`config.mk`:
```
export PLATFORM = sky130hd
export DESIGN_NAME = version_string_to_hundredths
export DESIGN_NICKNAME = d
export VERILOG_FILES = /design/src/rtl/vsh_pkg.sv /design/src/rtl/vsh_in_stage.sv /design/src/rtl/vsh_parser.sv /design/src/rtl/version_string_to_hundredths.sv
export SDC_FILE = /design/constraint.sdc
export NUM_CORES = 1
export LEC_CHECK = 0
export BUFFER_PORTS_ARGS = -buffer_cell sky130_fd_sc_hd__buf_4
export CORE_MARGIN = 3
export CORE_UTILIZATION = 69
export CTS_CLUSTER_DIAMETER = 100
export DETAILED_ROUTE_END_ITERATION = 12
export GPL_TIMING_DRIVEN = 0
export PLACE_DENSITY = 0.88
export SLEW_MARGIN = 15
export SYNTH_ARGS = -nofsm -noshare
export SYNTH_HDL_FRONTEND = slang
export SYNTH_SLANG_ARGS = --single-unit
```
`constraint.sdc`:
```
create_clock -name clk -period 10.5 [get_ports clk]
set_input_delay 2.625 -clock clk [delete_from_list [all_inputs] [get_ports clk]]
set_output_delay 2.625 -clock clk [all_outputs]
set_load 0.02 [all_outputs]
```
`src/rtl/vsh_pkg.sv`:
```
// shared types, constants and character classes for the version string parser
package vsh_pkg;

  typedef enum logic [3:0] {
    PH_START        = 4'd0,
    PH_MAJOR        = 4'd1,
    PH_MINOR_FIRST  = 4'd2,
    PH_MINOR        = 4'd3,
    PH_PATCH_FIRST  = 4'd4,
    PH_PATCH        = 4'd5,
    PH_SUFFIX_FIRST = 4'd6,
    PH_SUFFIX       = 4'd7,
    PH_FAILED       = 4'd8
  } phase_t;

  // one character beat held between the input register and the parser
  typedef struct packed {
    logic       valid;
    logic [7:0] character;
  } char_beat_t;

  localparam logic [24:0] MAJOR_LIMIT = 25'd21474836;
  localparam logic [31:0] INT_MAX     = 32'd2147483647;
  localparam logic [1:0]  MINOR_SAT   = 2'd2;

  localparam logic [7:0] CH_NUL   = 8'h00;
  localparam logic [7:0] CH_DASH  = 8'h2d;
  localparam logic [7:0] CH_DOT   = 8'h2e;
  localparam logic [7:0] CH_ZERO  = 8'h30;
  localparam logic [7:0] CH_NINE  = 8'h39;
  localparam logic [7:0] CH_UP_A  = 8'h41;
  localparam logic [7:0] CH_UP_Z  = 8'h5a;
  localparam logic [7:0] CH_UNDER = 8'h5f;
  localparam logic [7:0] CH_LO_A  = 8'h61;
  localparam logic [7:0] CH_LO_Z  = 8'h7a;

  function automatic logic is_digit(input logic [7:0] c);
    return (c >= CH_ZERO) && (c <= CH_NINE);
  endfunction

  function automatic logic is_suffix_char(input logic [7:0] c);
    return ((c >= CH_UP_A) && (c <= CH_UP_Z)) ||
           ((c >= CH_LO_A) && (c <= CH_LO_Z)) ||
           is_digit(c) || (c == CH_DASH) || (c == CH_UNDER) || (c == CH_DOT);
  endfunction

endpackage

```
`src/rtl/vsh_in_stage.sv`:
```
// input register for character beats
module vsh_in_stage import vsh_pkg::*; (
  input  logic       clk,
  input  logic       rst,
  input  logic       char_valid,
  output logic       char_stall,
  input  logic [7:0] character,
  input  logic       advance,
  output char_beat_t beat
);

  logic       held;
  logic [7:0] held_char;
  logic       load;

  assign char_stall = held && !advance;
  assign load       = char_valid && !char_stall;
  assign beat       = '{valid: held, character: held_char};

  always_ff @(posedge clk) begin
    if (rst) begin
      held <= 1'b0;
    end else if (!char_stall) begin
      held <= char_valid;
    end
  end

  always_ff @(posedge clk) begin
    if (load) begin
      held_char <= character;
    end
  end

  // a beat that the parser did not take stays put
  a_hold: assert property (@(posedge clk) disable iff (rst)
    held && !advance |=> held && $stable(held_char))
    else $error("held character beat lost or changed");

endmodule

```
`src/rtl/vsh_parser.sv`:
```
// parse state update and result register
module vsh_parser import vsh_pkg::*; (
  input  logic        clk,
  input  logic        rst,
  input  char_beat_t  beat,
  output logic        advance,
  output logic        result_valid,
  input  logic        result_stall,
  output logic        ok,
  output logic [30:0] hundredths
);

  phase_t      phase, phase_next;
  logic [24:0] major_acc, major_acc_next;
  logic [6:0]  minor_acc, minor_acc_next;
  logic [1:0]  minor_count, minor_count_next;

  logic        is_nul;
  logic        digit;
  logic [3:0]  d;
  logic [28:0] major_prod;
  logic [6:0]  minor_prod;
  logic [6:0]  frac;
  logic [31:0] total;
  logic        good;

  always_comb begin
    is_nul  = beat.character == CH_NUL;
    advance = beat.valid && (!is_nul || !result_valid || !result_stall);
    digit   = is_digit(beat.character);
    d       = beat.character[3:0];

    major_prod = {4'b0, major_acc} * 29'd10 + {25'b0, d};
    // at most one digit stored here, so the sum stays below 100
    minor_prod = minor_acc * 7'd10 + {3'b0, d};

    // a lone minor digit counts as tenths
    frac  = (minor_count == 2'd1) ? minor_acc * 7'd10 : minor_acc;
    total = {7'b0, major_acc} * 32'd100 + {25'b0, frac};
    good  = ((phase == PH_MAJOR) || (phase == PH_MINOR) ||
             (phase == PH_PATCH) || (phase == PH_SUFFIX)) && (total <= INT_MAX);
  end

  always_comb begin
    phase_next       = phase;
    major_acc_next   = major_acc;
    minor_acc_next   = minor_acc;
    minor_count_next = minor_count;
    if (advance) begin
      if (is_nul) begin
        phase_next       = PH_START;
        major_acc_next   = '0;
        minor_acc_next   = '0;
        minor_count_next = '0;
      end else begin
        unique case (phase) inside
          PH_START, PH_MAJOR: begin
            if (digit) begin
              if (major_prod > {4'b0, MAJOR_LIMIT}) begin
                phase_next = PH_FAILED;
              end else begin
                major_acc_next = major_prod[24:0];
                phase_next     = PH_MAJOR;
              end
            end else if (phase == PH_MAJOR && beat.character == CH_DOT) begin
              phase_next = PH_MINOR_FIRST;
            end else if (phase == PH_MAJOR && beat.character == CH_DASH) begin
              phase_next = PH_SUFFIX_FIRST;
            end else begin
              phase_next = PH_FAILED;
            end
          end
          PH_MINOR_FIRST, PH_MINOR: begin
            if (digit) begin
              if (minor_count < MINOR_SAT) begin
                minor_acc_next   = minor_prod;
                minor_count_next = minor_count + 2'd1;
              end
              phase_next = PH_MINOR;
            end else if (phase == PH_MINOR && beat.character == CH_DOT) begin
              phase_next = PH_PATCH_FIRST;
            end else if (phase == PH_MINOR && beat.character == CH_DASH) begin
              phase_next = PH_SUFFIX_FIRST;
            end else begin
              phase_next = PH_FAILED;
            end
          end
          PH_PATCH_FIRST, PH_PATCH: begin
            if (digit) begin
              phase_next = PH_PATCH;
            end else if (phase == PH_PATCH && beat.character == CH_DASH) begin
              phase_next = PH_SUFFIX_FIRST;
            end else begin
              phase_next = PH_FAILED;
            end
          end
          PH_SUFFIX_FIRST, PH_SUFFIX: begin
            phase_next = is_suffix_char(beat.character) ? PH_SUFFIX : PH_FAILED;
          end
          default: begin
            phase_next = PH_FAILED;
          end
        endcase
      end
    end
  end

  always_ff @(posedge clk) begin
    if (rst) begin
      phase       <= PH_START;
      major_acc   <= '0;
      minor_acc   <= '0;
      minor_count <= '0;
    end else begin
      phase       <= phase_next;
      major_acc   <= major_acc_next;
      minor_acc   <= minor_acc_next;
      minor_count <= minor_count_next;
    end
  end

  always_ff @(posedge clk) begin
    if (rst) begin
      result_valid <= 1'b0;
    end else if (advance && is_nul) begin
      result_valid <= 1'b1;
    end else if (!result_stall) begin
      result_valid <= 1'b0;
    end
  end

  always_ff @(posedge clk) begin
    if (advance && is_nul) begin
      ok         <= good;
      hundredths <= good ? total[30:0] : '0;
    end
  end

  a_fail_zero: assert property (@(posedge clk) disable iff (rst)
    result_valid && !ok |-> hundredths == '0)
    else $error("failed result carries a value");

  a_major_range: assert property (@(posedge clk) disable iff (rst)
    major_acc <= MAJOR_LIMIT)
    else $error("major accumulator beyond limit");

  a_minor_empty: assert property (@(posedge clk) disable iff (rst)
    minor_count == 2'd0 |-> minor_acc == '0)
    else $error("minor value without minor digits");

  a_restart: assert property (@(posedge clk) disable iff (rst)
    advance && is_nul |=> phase == PH_START && major_acc == '0 && result_valid)
    else $error("terminator did not restart the parser");

endmodule

```
`src/rtl/version_string_to_hundredths.sv`:
```
// top level of the streaming version string parser
//
//  channel   valid          stall          payload
//  input     char_valid     char_stall     character
//  result    result_valid   result_stall   ok, hundredths
//
// one character beat per cycle while char_stall is low; a string's result is registered after its nul beat
// has passed the input register; each beat updates phase and major value (times ten, compare)
// rst clears the parse state and the valid bits of both registers, the first string starts fresh
// a stalled result holds the next nul beat in the input register and stalls the input behind it
// characters before that nul are never held up by the result side
module version_string_to_hundredths import vsh_pkg::*; (
  input  logic        clk,
  input  logic        rst,
  input  logic        char_valid,
  output logic        char_stall,
  input  logic [7:0]  character,
  output logic        result_valid,
  input  logic        result_stall,
  output logic        ok,
  output logic [30:0] hundredths
);

  char_beat_t beat;
  logic       advance;

  vsh_in_stage u_in_stage (
    .clk        (clk),
    .rst        (rst),
    .char_valid (char_valid),
    .char_stall (char_stall),
    .character  (character),
    .advance    (advance),
    .beat       (beat)
  );

  vsh_parser u_parser (
    .clk          (clk),
    .rst          (rst),
    .beat         (beat),
    .advance      (advance),
    .result_valid (result_valid),
    .result_stall (result_stall),
    .ok           (ok),
    .hundredths   (hundredths)
  );

endmodule

```
==> results.txt <==
The highest metal layer carrying signal wires in the routed design is met4. The dominant cell type by count on the critical path is ha_1. For the final routed database, the setup TNS stands at 0 ns. The clock sink count is 80. The max-slew violation total from the final report is 0. The post-CTS setup buffer count is 0. In this run the tightest slew margin relative to its limit is 43.6%. Fill cells in the final layout number 981. The signal on the critical path passes through ha_1, ha_1, fa_1, ha_1, nor2b_1, o21ai_0, a21oi_1, o21ai_0, nand2_1, xor2_1, nand4_1, nor4_2, nand4b_1, nor4_1, xnor3_1, clkbuf_1, nor3_1. The repair_antennas step left the layout with diodes totalling 0. The die extent in y is 124 um. In the synthesized netlist the async set-or-reset flop fraction comes to 0%. The mean post-synth cell area is 8.37 sq um. The clock insertion delay at the later pin of the skew report is roughly 0.36 ns.

The total power is 0.680 mW. The number of top-level pins came out at 46. The effective utilization at floorplan is between 70% and 80%. In this run the power density over the cells is 65.2 nW/um^2. The via count is roughly 8600.

TritonCTS built the clock tree. The total CTS buffers is 9. The number of endpoints failing setup at the final stage is 0. The die outline area came out at 15300 sq um. Together, buffers and inverters on the worst path number 1. The largest fanout of any net on the critical path came out at 10.

The number of I/O port buffers is 45. The final estimated routing congestion in global placement came out at 0.943. Relative to the synthesized area, the layout overhead comes to 9.00%. The signal arrival time at the worst endpoint is 6.36 ns.

The number of standard cells after synthesis came out at 1142. The global-route wire length before repair came out at about 38 mm. The post-route minimum period came out at 6.24 ns.

The final hold violation count came out at 0. The share of post-route cells with drive strength above 1 came out at 8.81%. The post-synth net total is 1320. Counting along the longest clock path gives a buffer depth of 2. The number of max-capacitance violations reported came out at 0. The number of global-route vias before repair was 8055. The number of antenna violations at the first check in global routing came to 0. Summed over all nets, the half-perimeter wirelength after detailed placement is ~18 mm. The run finished with clean final reports. For this run the aggregate overflow at the end of global routing stands at 0.

The static leakage power is 4.89 nW. The length of routed wiring on met1 came out at 10.2 mm. The post-synthesis instance area came out at 9560 sq um. The cell with the largest stage delay on the worst path is nor4_2. The combined global-route utilization of all metal layers is a little under a third. The critical path data required time came out at 10.62 ns.

After layout, the worst setup slack is 4.26 ns. Summed over all nets, wire length on met3 after detailed routing comes to between 1 and 1.5 mm. In the final design database the tool counted 1376 nets. The post-detailed-routing wire length is between 20 and 25 mm. STA classifies the critical path startpoint as a flip-flop.

The die width is 124 um. The area taken by multi-input logic gates came out at 6920 sq um. The first-pass iteration count of the detailed router is 6. After clock tree synthesis, the repair step resized 0 gates. The top cell types in the final layout, fill and taps aside, are ha_1 (141), inv_1 (123), nor2_1 (87).

The clock transition at the register clock pins on the worst setup and hold paths after CTS is 0.07 ns. The routed length on met2 is 11.1 mm. In this run, the number of DRC markers left after iteration 0 of detailed routing was between 700 and 800.

Setup repair after global routing left no endpoint under its margin. Among all flip-flop cells after synthesis, the most frequent one is edfxtp_1. The DRC violations left is 0.

The number of buffers added to fix hold violations after cts is 0. The type of the worst setup path is flip-flop to flip-flop. The combined flip-flop and latch cell area came out at 2000 sq um. The worst hold margin is 0.524 ns. The maximum ir drop on the vdd rail came out at 0.0660 mV.

The number of synthesized register bits is 80. In this run the worst hold path is classified as flip-flop to flip-flop. Of the synthesized area, sequential elements account for 20.9%. In this run, synthesis inferred 40 flip-flops with an integrated enable.

The number of routed nets with antenna violations came out at 0. The most common cell after layout, fill and taps aside is ha_1. The worst setup path is captured at a flip-flop. The maximum clock frequency came out at ~160 MHz. The worst clock skew is ~0.012 ns.

The deepest level of the CTS H-tree is 3. The transition time at the pin with the least slew margin is 0.844 ns. The total of warnings raised by yosys is 0. The floorplan has 42 rows. The final worst-path cycle share came out at around 59%. Once layout is done, the placed cells without fillers occupy 10400 sq um. The mean number of vias per cell is approximately 6.3. In this run, distinct cell masters in the synthesized netlist total 87. The placeable core region is 13400 sq um. Entering global routing, the biggest net connects 41 pins. Grouping stages by cell kind, the critical path spends the most delay in simple AND/OR/NAND/NOR gates. The minimum setup slack after placement is roughly 4.6 ns. The root buffer cell chosen for the clock tree is clkbuf_16. The mean routed wirelength per cell is 16.9 um. The placed instances occupy a cell area of 10100 sq um. The largest stage delay on the critical path came out at 0.61 ns.
[cell families (layout without fill, tap and decap cells)]
kind of cell / after synthesis / after routing / share of synthesized area, %
AND/OR/NAND/NOR: 392 / 392 / 22.0
AO/OA/AOI/OAI: 244 / 244 / 17.5
adder cells (fa/ha/maj): 166 / 166 / 23.7
buffers and inverters: 164 / 225 / 6.72
XOR/XNOR: 82 / 82 / 7.65
flip-flops: 80 / 80 / 20.9
multiplexers: 14 / 14 / 1.54
[cell usage after synthesis, drive strengths merged (8+ instances only)]
| library cell | count | area [sq um] |
|---|---|---|
| xnor2 | 50 | 438 |
| a21oi | 75 | 383 |
| nand3 | 43 | 215 |
| o21ai | 37 | 185 |
| nand2b | 21 | 131 |
| nor4 | 12 | 93.8 |
| inv | 123 | 462 |
| ha | 141 | 1760 |
| nand4 | 13 | 87.6 |
| mux2i | 8 | 80.1 |
| o21a | 12 | 90.1 |
| nor3 | 54 | 275 |
| edfxtp | 40 | 1200 |
| nor3b | 12 | 90.1 |
| xor2 | 31 | 272 |
| nand2 | 57 | 214 |
| a21o | 23 | 173 |
| a31oi | 9 | 56.3 |
| a211oi | 14 | 128 |
| buf | 14 | 80.1 |
| fa | 25 | 500 |
| dfxtp | 40 | 801 |
| clkbuf | 26 | 97.6 |
| nor2 | 87 | 327 |
| o211ai | 14 | 105 |
| and2 | 20 | 125 |
| or3 | 13 | 81.3 |
| and3 | 15 | 100 |
[where the power goes]
group / internal, mW / leakage, nW / total [mW] / switching (mW)
Sequential: 0.329 / 0.744 / 0.333 / 0.00453
Combinational: 0.00852 / 3.99 / 0.0200 / 0.0114
Clock: 0.187 / 0.153 / 0.326 / 0.139
[path summary, 6_finish.rpt]
path / startpoint / to / slack [ns] / depth (start not counted)
max: u_parser.major_acc[2]$_SDFFE_PP0P_ / u_parser.hundredths[14]$_SDFFCE_PN0P_ / 4.26 / 17
min: u_parser.result_valid$_SDFFE_PP0P_ / u_parser.result_valid$_SDFFE_PP0P_ / 0.52 / 2
max reg2reg: u_parser.major_acc[2]$_SDFFE_PP0P_ / u_parser.hundredths[14]$_SDFFCE_PN0P_ / 4.26 / 17
min reg2reg: u_parser.result_valid$_SDFFE_PP0P_ / u_parser.result_valid$_SDFFE_PP0P_ / 0.52 / 2
[area by class of cell]
class / count / share of cell area, %
sequential: 80 / 19.2
clock buffer: 9 / 2.16
timing repair buffer: 45 / 3.24
multi-input combinational: 898 / 66.4
buffer: 40 / 1.70
tap: 176 / 2.11
clock inverter: 7 / 0.732
inverter: 124 / 4.48
[sequential cells by signal, indices dropped and copies added, names as in the netlist]
signal and count:
u_parser.result_valid 1, u_parser.ok 1, u_parser.minor_count 2, u_in_stage.held_char 8, u_parser.phase 4, u_in_stage.held 1
u_parser.minor_acc 7, u_parser.hundredths 31, u_parser.major_acc 25
[worst register-to-register path, delay by kind of cell (launching register included)]
kind	cells	cell delay (ns)
xor gates and xnor gates	2	0.75
adders and majority gates	4	1.44
DFF	1	0.52
AOI/OAI and AO/OA	3	0.79
and+or+nand+nor	7	2.20
buffers and inverters	1	0.31
[routing by layer]
layer / up-vias / track usage [%]
met5: - / 0
met4: 0 / 11.6
met3: 49 / 3.32
met2: 319 / 52.4
met1: 4022 / 40.4
li1: 4233 / -
[metrics by stage]
stage	utilization (%)	instances
6_report	77.8	1379
5_1_grt	77.8	1379
4_1_cts	77.8	1379
3_5_place_dp	75.5	1363
3_3_place_gp	75.5	1363
2_1_floorplan	-	1142
No activity file was read; power rests on OpenSTA's default activity.
